==> src/rtl/rlbs_pkg.sv <==
package rlbs_pkg;

  // alphabet and histogram geometry
  localparam int unsigned ALPHABET_SIZE = 256;
  localparam int unsigned HIST_DEPTH    = 256;
  localparam int unsigned HIST_AW       = 8;
  localparam int unsigned QCNT_W        = 9;

  localparam logic [31:0] LEN_LIMIT = 32'hFFFF_FFFF;

  // input word layout (s_tdata)
  localparam int unsigned IN_W      = 80;
  localparam int unsigned IN_SYM_LO = 0;
  localparam int unsigned IN_SA_LO  = 8;
  localparam int unsigned IN_QRY_LO = 72;

  // output word layout (m_tdata)
  localparam int unsigned OUT_W      = 304;
  localparam int unsigned OUT_SYM_LO = 0;
  localparam int unsigned OUT_LEN_LO = 8;
  localparam int unsigned OUT_SA_LO  = 40;
  localparam int unsigned OUT_RUN_LO = 104;
  localparam int unsigned OUT_ELM_LO = 168;
  localparam int unsigned OUT_WID_LO = 232;
  localparam int unsigned OUT_PFX_LO = 239;
  localparam int unsigned OUT_OVF    = 303;

  // input kinds
  localparam logic KIND_ELEM  = 1'b0;
  localparam logic KIND_QUERY = 1'b1;

  // result kinds
  localparam logic [1:0] RK_RUN    = 2'd0;
  localparam logic [1:0] RK_SUM    = 2'd1;
  localparam logic [1:0] RK_PREFIX = 2'd2;

  // register map
  localparam int unsigned APB_AW       = 4;
  localparam logic        REG_TEXT_LEN = 1'b0;

  typedef enum logic [2:0] {
    ST_IDLE,
    ST_UPD,
    ST_EOS_RUN,
    ST_EOS_SUM,
    ST_QRUN
  } state_t;

  typedef struct packed {
    logic take;       // word accepted on the input
    logic upd;        // apply element to run and histogram
    logic emit_final; // emit the closing run
    logic emit_sum;   // emit stream summary
    logic q_step;     // prefix walk step
    logic emit_q;     // emit prefix answer
  } cmd_t;

  typedef struct packed {
    logic need_emit;  // element closes the open run
    logic eos;
    logic q_done;
    logic out_free;
  } sts_t;

endpackage

==> src/rtl/rlbs_ctrl.sv <==
module rlbs_ctrl (
  input  logic             clk,
  input  logic             rst,
  input  logic             s_tvalid,
  input  logic             s_tuser,
  output logic             s_tready,
  input  rlbs_pkg::sts_t   sts,
  output rlbs_pkg::cmd_t   cmd
);

  rlbs_pkg::state_t state, state_next;

  always_ff @(posedge clk) begin
    if (rst) begin
      state <= rlbs_pkg::ST_IDLE;
    end else begin
      state <= state_next;
    end
  end

  always_comb begin
    state_next = state;
    unique case (state)
      rlbs_pkg::ST_IDLE: begin
        if (s_tvalid) begin
          state_next = (s_tuser == rlbs_pkg::KIND_QUERY) ? rlbs_pkg::ST_QRUN
                                                         : rlbs_pkg::ST_UPD;
        end
      end
      rlbs_pkg::ST_UPD: begin
        if (!sts.need_emit || sts.out_free) begin
          state_next = sts.eos ? rlbs_pkg::ST_EOS_RUN : rlbs_pkg::ST_IDLE;
        end
      end
      rlbs_pkg::ST_EOS_RUN: begin
        if (sts.out_free) state_next = rlbs_pkg::ST_EOS_SUM;
      end
      rlbs_pkg::ST_EOS_SUM: begin
        if (sts.out_free) state_next = rlbs_pkg::ST_IDLE;
      end
      rlbs_pkg::ST_QRUN: begin
        if (sts.q_done && sts.out_free) state_next = rlbs_pkg::ST_IDLE;
      end
      default: state_next = rlbs_pkg::ST_IDLE;
    endcase
  end

  always_comb begin
    cmd      = '0;
    s_tready = 1'b0;
    unique case (state)
      rlbs_pkg::ST_IDLE: begin
        s_tready = 1'b1;
        cmd.take = s_tvalid;
      end
      rlbs_pkg::ST_UPD:     cmd.upd        = !sts.need_emit || sts.out_free;
      rlbs_pkg::ST_EOS_RUN: cmd.emit_final = sts.out_free;
      rlbs_pkg::ST_EOS_SUM: cmd.emit_sum   = sts.out_free;
      rlbs_pkg::ST_QRUN: begin
        cmd.q_step = 1'b1;
        cmd.emit_q = sts.q_done && sts.out_free;
      end
      default: cmd = '0;
    endcase
  end

endmodule

==> config.mk <==
export PLATFORM = sky130hd
export DESIGN_NAME = rlbs_ctrl
export DESIGN_NICKNAME = d
export VERILOG_FILES = /design/src/rtl/rlbs_pkg.sv /design/src/rtl/rlbs_ctrl.sv
export SDC_FILE = /design/constraint.sdc
export NUM_CORES = 1
export LEC_CHECK = 0
export BUFFER_PORTS_ARGS = -buffer_cell sky130_fd_sc_hd__buf_2
export CORE_AREA = 5 5 42 44
export CTS_BUF_LIST = sky130_fd_sc_hd__clkbuf_8 sky130_fd_sc_hd__clkbuf_16
export CTS_CLUSTER_SIZE = 14
export DETAILED_ROUTE_END_ITERATION = 8
export DIE_AREA = 0 0 47 49
export HOLD_SLACK_MARGIN = 0.05
export PLACE_DENSITY = 0.49
export SKIP_CTS_REPAIR_TIMING = 1
export SYNTH_ARGS = -nofsm -noshare
export SYNTH_HDL_FRONTEND = slang
export SYNTH_SLANG_ARGS = --single-unit
==> constraint.sdc <==
create_clock -name clk -period 2.04 [get_ports clk]
set_input_delay 0.102 -clock clk [delete_from_list [all_inputs] [get_ports clk]]
set_output_delay 0.102 -clock clk [all_outputs]
set_load 0.01 [all_outputs]
* Word level (Yosys, flattened, before mapping)
Index checks and enable logic that the tools add are counted.
** Cells by class
- Reductions and logical operators :: 5
- Equal/unequal tests :: 9
- Muxes and demuxes :: 14
** Operator list (number)
- 3-bit two-way mux :: 6
- 3-bit case mux with 5 select lines :: 1
- 2-bit inequality test, second input constant :: 5
- 3-bit by 2-bit equality test with 1-bit output, second input constant :: 2
- 1-bit two-way mux :: 5
- 5-bit AND reduction :: 1
- 2-bit two-way mux :: 2
- 3-bit by 1-bit equality test with 1-bit output, second input constant :: 1
- 3-bit equality test, second input constant :: 1
- 3-bit logical NOT :: 1
- 1-bit logical AND :: 1
- 1-bit logical NOT :: 1
- 1-bit logical OR :: 1
** Word-level totals
- Output and inout bits :: 7
- Logic and storage cells :: 29
- Register bits after elaboration :: 3
- Input bits :: 8

* Depth between registers and ports, before layout
Gate-level depths: netlist (run 1).
- Depth after elaboration :: 4
- Depth in mapped cells :: 4
- Gate-level depth less buffers :: 4

* Worst setup path after synthesis (run 1)
OpenSTA, ideal clock, no wires.
- Path type :: register to register
- Start point :: reg state[0]
- End point :: reg state[0]
- Arrival time :: 1168 ps
- Slack :: 801 ps
- Cell stages (with the launch flop) :: 5
- Period minus slack after synthesis :: 1239 ps
- Buffers on the path :: 1
- Library setup time :: 72 ps
- Data required time :: 1968 ps
- Cells stage by stage :: dfxtp_1 buf_4 nor3b_2 a221o_1 mux2i_1
** On the way
- Longest elaborated chain between the ends :: 3
- Elaborated cells between the ends (all ways) :: 12
- Those cells by class :: eq/ne (9); mux (1); reduce/logical (2)
** Ends and longest elaborated chain
- from (decl) :: RTL line rlbs_ctrl.sv:11 : rlbs_pkg::state_t state, state_next;
- from (signal assigned) :: RTL line rlbs_ctrl.sv:15 : state <= rlbs_pkg::ST_IDLE;
- from (signal assigned) :: RTL line rlbs_ctrl.sv:17 : state <= state_next;
- 3-bit by 1-bit equality test with 1-bit output (tied with other cells) :: RTL line rlbs_ctrl.sv:23 : unique case (state)
- 2-bit inequality test (no source line)
- 5-bit AND reduction (no source line)
Several ways; a longest one is shown, not always the timed one.
A chain may end at the register's enable or synchronous reset.

==> results by group, run 1 <==
Run status
  • Status: complete, no violations

Logic synthesis
  • Synthesized flop and latch total: 3
  • Register area share after synthesis: around 25%
  • Synth warn: 0
  • Ys flop type: dfxtp_1
  • Area leader, netlist: dfxtp_1
  • Synth top cells by count: 3 x and3_1, 3 x dfxtp_1, 3 x nand2_1, 3 x nand2b_1
  • Synth cell types: 19
  • Syn Nets: 38
  • Post-Syn Instances: 30
  • Largest cells by area after synthesis: dfxtp_1 25%, mux2i_1 8.2%, and3_1 7.7%
  • Asr flop ratio synth: 0%
  • Syn Area/Cell: 8.09 µm²
  • Synth Cell Area: between 200 and 250 µm²
  • Post-synth EDFFs: 0
  • Yosys top cell area share: 24.7%

Finish
  • Share of layout cells above drive strength 1: 38.3%
  • Largest Register: state
  • Fin nets: 56
  • N_diodes: 0
  • Biggest regs: state: 3 flops
  • Synthesis-to-layout area growth: 52.6%
  • Max FFs per register: 3

Min path
  • Hold path startpoint: rst
  • Min-delay worst type: in -> reg

Detailed routing
  • Drt wl/cell: 10.6 µm
  • Vias: 277
  • DRC: 0
  • Drt total wl: 669 µm
  • DRT Pass-1 Iters: 4
  • Via-to-Cell Ratio: 4.40
  • Starting DRT DRC Count: 10
  • Antenna-violating nets left: 0

Placement
  • Port-buffer cells: 14
  • Post-DP HPWL: 514 µm
  • GPL Wtd Cong: 0.705

Job
  • Max Cap Violations: 0

Timing
  • Rel. slew slack: 79.3%
  • Final hold vios: 0
  • Final setup violation count: 0
  • Final min period: 1.34 ns
  • Fin Hold WS: 0.118 ns
  • Worst Max-Slew Pin Slew: 0.310 ns
  • Sum Neg Setup Slack: 0 ns
  • Setup Skew: 0.00349 ns
  • Final worst-path cycle share: between 60% and 70%
  • Maximum operating frequency: 747 MHz
  • Slew Viols, Final: 0
  • Unrepaired setup endpoints after global routing: no

Global route
  • Initial antenna violation count: 0
  • Vias in the first global route: 283
  • Largest net degree at the start of global routing: 10
  • First-pass GRT wire length: roughly 1100 µm
  • Total GRT Usage: 6.75%
  • Gr ovfl total: 0

Clocking
  • CTS buffer count: 3
  • CTS tree: done
  • Clk root buf: clkbuf_8
  • Clock Tree Buf Depth: 2
  • Latest clock arrival within the worst-skew pair: 0.22 ns
  • H-Tree Level Count: 1
  • Clock transition at path regs: 0.03 ns
  • Clk sinks: 3

Pwr
  • Pleak: about 0.00019 µW
  • Worst vdd ir: 0.436 mV
  • Pwr per Cell Area: 1030 mW/mm²

Worst setup path
  • Critical path class: reg -> out
  • CP arrival: 1.24 ns
  • Worst Setup SP: state[2]
  • CP endpoint kind: output port
  • Crit path launch type: flip-flop
  • Max FO, Critical Path: 7
  • Worst EP required: 1.94 ns
  • Reg-to-reg startpoint: state[1]

Die
  • Chip width: 47 µm
  • Initial Utilization: 17.3%
  • Row cnt: 14
  • Die ar.: 0.00230 mm²
  • CORE AREA: 0.00140 mm²
  • Io pins: 15
  • Die Y: 49 µm
==> through the flow <==
step	cell area, µm²	utilization (%)	setup WS (ns)	instances	power [µW]
after floorplan	243	-	0.801	30	175
after global placement	325	23.2	0.781	59	216
after detailed placement	325	23.2	0.803	59	214
after CTS	370	26.4	0.700	63	387
after global routing	370	26.4	0.615	63	409
final	370	26.4	0.701	63	380
==> path summary, 6_finish.rpt <==
path,end,slack [ns],cells after the start
worst max register to register,state[0],0.77,3
worst max-delay path,cmd[0],0.70,3
worst min-delay path,state[2],0.12,2
worst min register to register,state[0],0.59,2
==> metal layers <==
layer | up-vias | routed length, µm | part of all wire [%] | track usage [%]
met2 | 9 | 334 | 50 | 8.82
met4 | 0 | 15 | 2.2 | 5.53
li1 | 143 | - | - | -
met5 | - | 0 | 0 | 0
met1 | 123 | 274 | 41 | 7.44
met3 | 2 | 44 | 6.6 | 4.06
==> critical path, cell delays in order (launching register included) <==
cell and delay, ns:
dfxtp_1 0.41, nor3b_2 0.29, and3_1 0.19, buf_2 0.12
==> kinds of logic (layout without fill, tap and decap cells) <==
kind of cell	after synthesis	count (layout)	synth area share, %
muxes	2	2	8.25
AOI/OAI and AO/OA	4	4	13.9
DFF	3	3	24.7
and+or+nand+nor	19	19	48.5
buffers and inverters	2	19	4.64
==> where the power goes <==
group	internal, µW	switching [µW]	total [µW]
logic	61.1	58.4	120
clock network	128	40.3	168
registers	70.2	21.7	91.9
total	259	121	380
==> cell type report <==
type                       count  area [µm²]
fill                         163        1030
timing repair buffer          14        70.1
clock buffer                   3        41.3
inverter                       1        3.75
multi-input combinational     25         171
clock inverter                 1        3.75
sequential                     3        60.1
tap                           16        20.0
==> cells in the final DEF (no fill, tap or decap) <==
cell / n
buf_2: 14
and3_1: 3
nand2b_1: 3
nand2_1: 3
clkbuf_8: 3
dfxtp_1: 3
nor2_1: 2
inv_1: 2
mux2i_1: 2
nand3b_1: 2
nor3_1: 1
nor3b_2: 1
and2_1: 1
and4b_1: 1
nor3b_1: 1
a221o_1: 1
a211o_1: 1
o2bb2ai_1: 1
o22ai_1: 1
nand3_1: 1
No activity file was read; power rests on OpenSTA's default activity.
==> inputs of run 2 (changes only) <==
Clock period 2.04 ns to 1.4 ns, I/O delays scaled along.
==> results by group, run 2 (same netlist as run 1, synthesis figures left out) <==
Finish
  • Largest Register: state
  • Design area: 379 µm² (+2.4%)
  • Commonest non-fill, non-tap cell in the layout: buf_2
  • Biggest regs: state: 3 flops
  • N_diodes: 0 (unchanged)
  • Max FFs per register: 3 (unchanged)
  • Share of layout cells above drive strength 1: 41.7% (+3.4 points)
  • Fin nets: 57 (+1.8%)
  • Synthesis-to-layout area growth: 56.2%
  • Fillers: 166 (+1.8%)
  • Most frequent cells in the layout: 14 x buf_2, 3 x and3_1, 3 x nand2b_1, 3 x nand2_1, 3 x clkbuf_8

Job
  • Max Cap Violations: 0 (unchanged)

Detailed routing
  • Drt wl/cell: 10.4 µm (-1.9%)
  • Vias: 275 (-0.72%)
  • Antenna-violating nets left: 0 (unchanged)
  • Starting DRT DRC Count: 4 (-6)
  • Via-to-Cell Ratio: 4.30 (-2.3%)
  • DRC: 0 (unchanged)
  • Drt total wl: 667 µm (-0.30%)
  • DRT Pass-1 Iters: 2 (-2)

Clocking
  • Clock transition at path regs: 0.03 ns (about the same)
  • CTS buffer count: 3 (unchanged)
  • H-Tree Level Count: 1 (unchanged)
  • Clk sinks: 3 (unchanged)
  • Latest clock arrival within the worst-skew pair: 0.22 ns (about the same)
  • CTS tree: done
  • Clk root buf: clkbuf_8
  • Clock Tree Buf Depth: 2 (unchanged)

Pwr
  • Clock Power Share: 43.9% (-0.4 points)
  • Pint: 388 µW (+49%)
  • Pwr per Cell Area: 1490 mW/mm² (+45%)
  • Sw frac: 31.5% (-0.22 points)
  • Reg power frac: 24.1% (about the same)
  • Combinational share of power: 32.0% (+0.5 points)
  • NetSw: 178 µW (+48%)
  • Worst vdd ir: 0.508 mV (+16%)
  • Pleak: 0.000192 µW (+3.0%)

Timing
  • Worst Max-Slew Pin Slew: 0.297 ns (-0.0137 ns)
  • Final min period: 1.32 ns
  • Final setup violation count: 0 (unchanged)
  • Final hold vios: 0 (unchanged)
  • Sum Neg Setup Slack: 0 ns (unchanged)
  • Final worst-path cycle share: 94.0%
  • Rel. slew slack: 80.2% (+0.93 points)
  • Maximum operating frequency: 760 MHz
  • Slew Viols, Final: 0 (unchanged)
  • Setup Skew: 0.00226 ns (-0.00123 ns)
  • Unrepaired setup endpoints after global routing: no

Worst setup path
  • Reg2reg path depth: 3 (unchanged)
  • Cell family with most CP delay: flip-flops
  • Slowest cell on the critical path: dfxtp_1
  • Crit path launch type: flip-flop
  • Worst r2r dst: state[0]
  • Critical path class: reg -> out
  • Reg-to-reg startpoint: state[0]
  • Max FO, Critical Path: 9 (+2)
  • CP peak stage delay: 0.38 ns (-0.03 ns)
  • CP arrival: 1.25 ns (about the same)
  • Crit-path cells: nor3b_2 -> buf_4 -> and3_1 -> buf_2
  • Reg2Reg Setup Slack: 0.18 ns (-0.59 ns)
  • Worst EP required: 1.33 ns (-0.61 ns)
  • Worst Setup SP: state[0]
  • WP buf/inv: 2 (+1)
  • CP endpoint kind: output port

Die
  • Row cnt: 14 (unchanged)
  • CORE AREA: 0.00140 mm² (unchanged)
  • Initial Utilization: 17.3% (unchanged)
  • Chip width: 47 µm (unchanged)
  • Die Y: 49 µm (unchanged)
  • Die ar.: 0.00230 mm² (unchanged)
  • Io pins: 15 (unchanged)

Placement
  • Placed instance area: 333 µm² (+2.3%)
  • GPL Wtd Cong: 0.657 (-6.7%)
  • Port-buffer cells: 14 (unchanged)

Global route
  • Vias in the first global route: 248 (-12%)
  • Gr ovfl total: 0 (unchanged)
  • First-pass GRT wire length: 1030 µm (-5.7%)
  • Total GRT Usage: 6.55% (-0.20 points)
  • Initial antenna violation count: 0 (unchanged)
  • Largest net degree at the start of global routing: 10 (unchanged)

Min path
  • Hold path startpoint: rst
  • Min-delay worst type: in -> reg
  • Worst hold stages: 2 (unchanged)
  • Hold endpoint: state[2]

Run status
  • Status: complete, no violations
==> run 2: changes by cell type in the layout (fill, tap and decap cells not counted) <==
cell,before,now
buf_4,0,1
dfxtp_2,0,1
dfxtp_1,3,2
==> run 2: worst max-delay path by stage <==
stage,to,cells past startpoint
global route,state[0],3
global placement,state[0],3
floorplan,state[0],4
finish,cmd[0],4
detailed placement,state[0],3
CTS,cmd[0],4
==> run 2: cell type report <==
cell class | instances | area, µm² | area share, %
Multi-Input combinational cell | 25 | 171 | 45.2
Timing Repair Buffer | 15 | 77.6 | 20.5
Sequential cell | 3 | 61.3 | 16.2
Clock buffer | 3 | 41.3 | 10.9
Tap cell | 16 | 20.0 | 5.28
Clock inverter | 1 | 3.75 | 0.990
Inverter | 1 | 3.75 | 0.990
==> run 2: through the flow <==
stage                     hold slack, ns  setup slack, ns  std cells  total power (µW)  utilization [%]
after global routing              0.0878           0.0211         64               618             27.1
after CTS                         0.0820           0.0326         64               574             27.0
final                             0.0829           0.0842         64               566             27.1
after floorplan                    0.184            0.161         30               255                -
after detailed placement           0.311            0.174         60               320             23.8
after global placement             0.321            0.154         60               324             23.8
==> run 2: per-layer routing <==
layer | track usage (%) | up-vias | wire (µm) | part of all wire, %
met2 | 9.28 | 8 | 352 | 53
met5 | 0 | - | 0 | 0
met4 | 4.15 | 0 | 0 | 0
met1 | 5.93 | 122 | 244 | 37
li1 | - | 145 | - | -
met3 | 5.90 | 0 | 70 | 10
==> run 2: power by group through the flow <==
stage | logic, µW | registers (µW) | clock network (µW)
2_1_floorplan | 139 | 116 | 0
3_3_place_gp | 187 | 137 | 0
3_5_place_dp | 185 | 136 | 0
4_1_cts | 185 | 135 | 255
5_1_grt | 207 | 140 | 272
6_report | 181 | 136 | 248
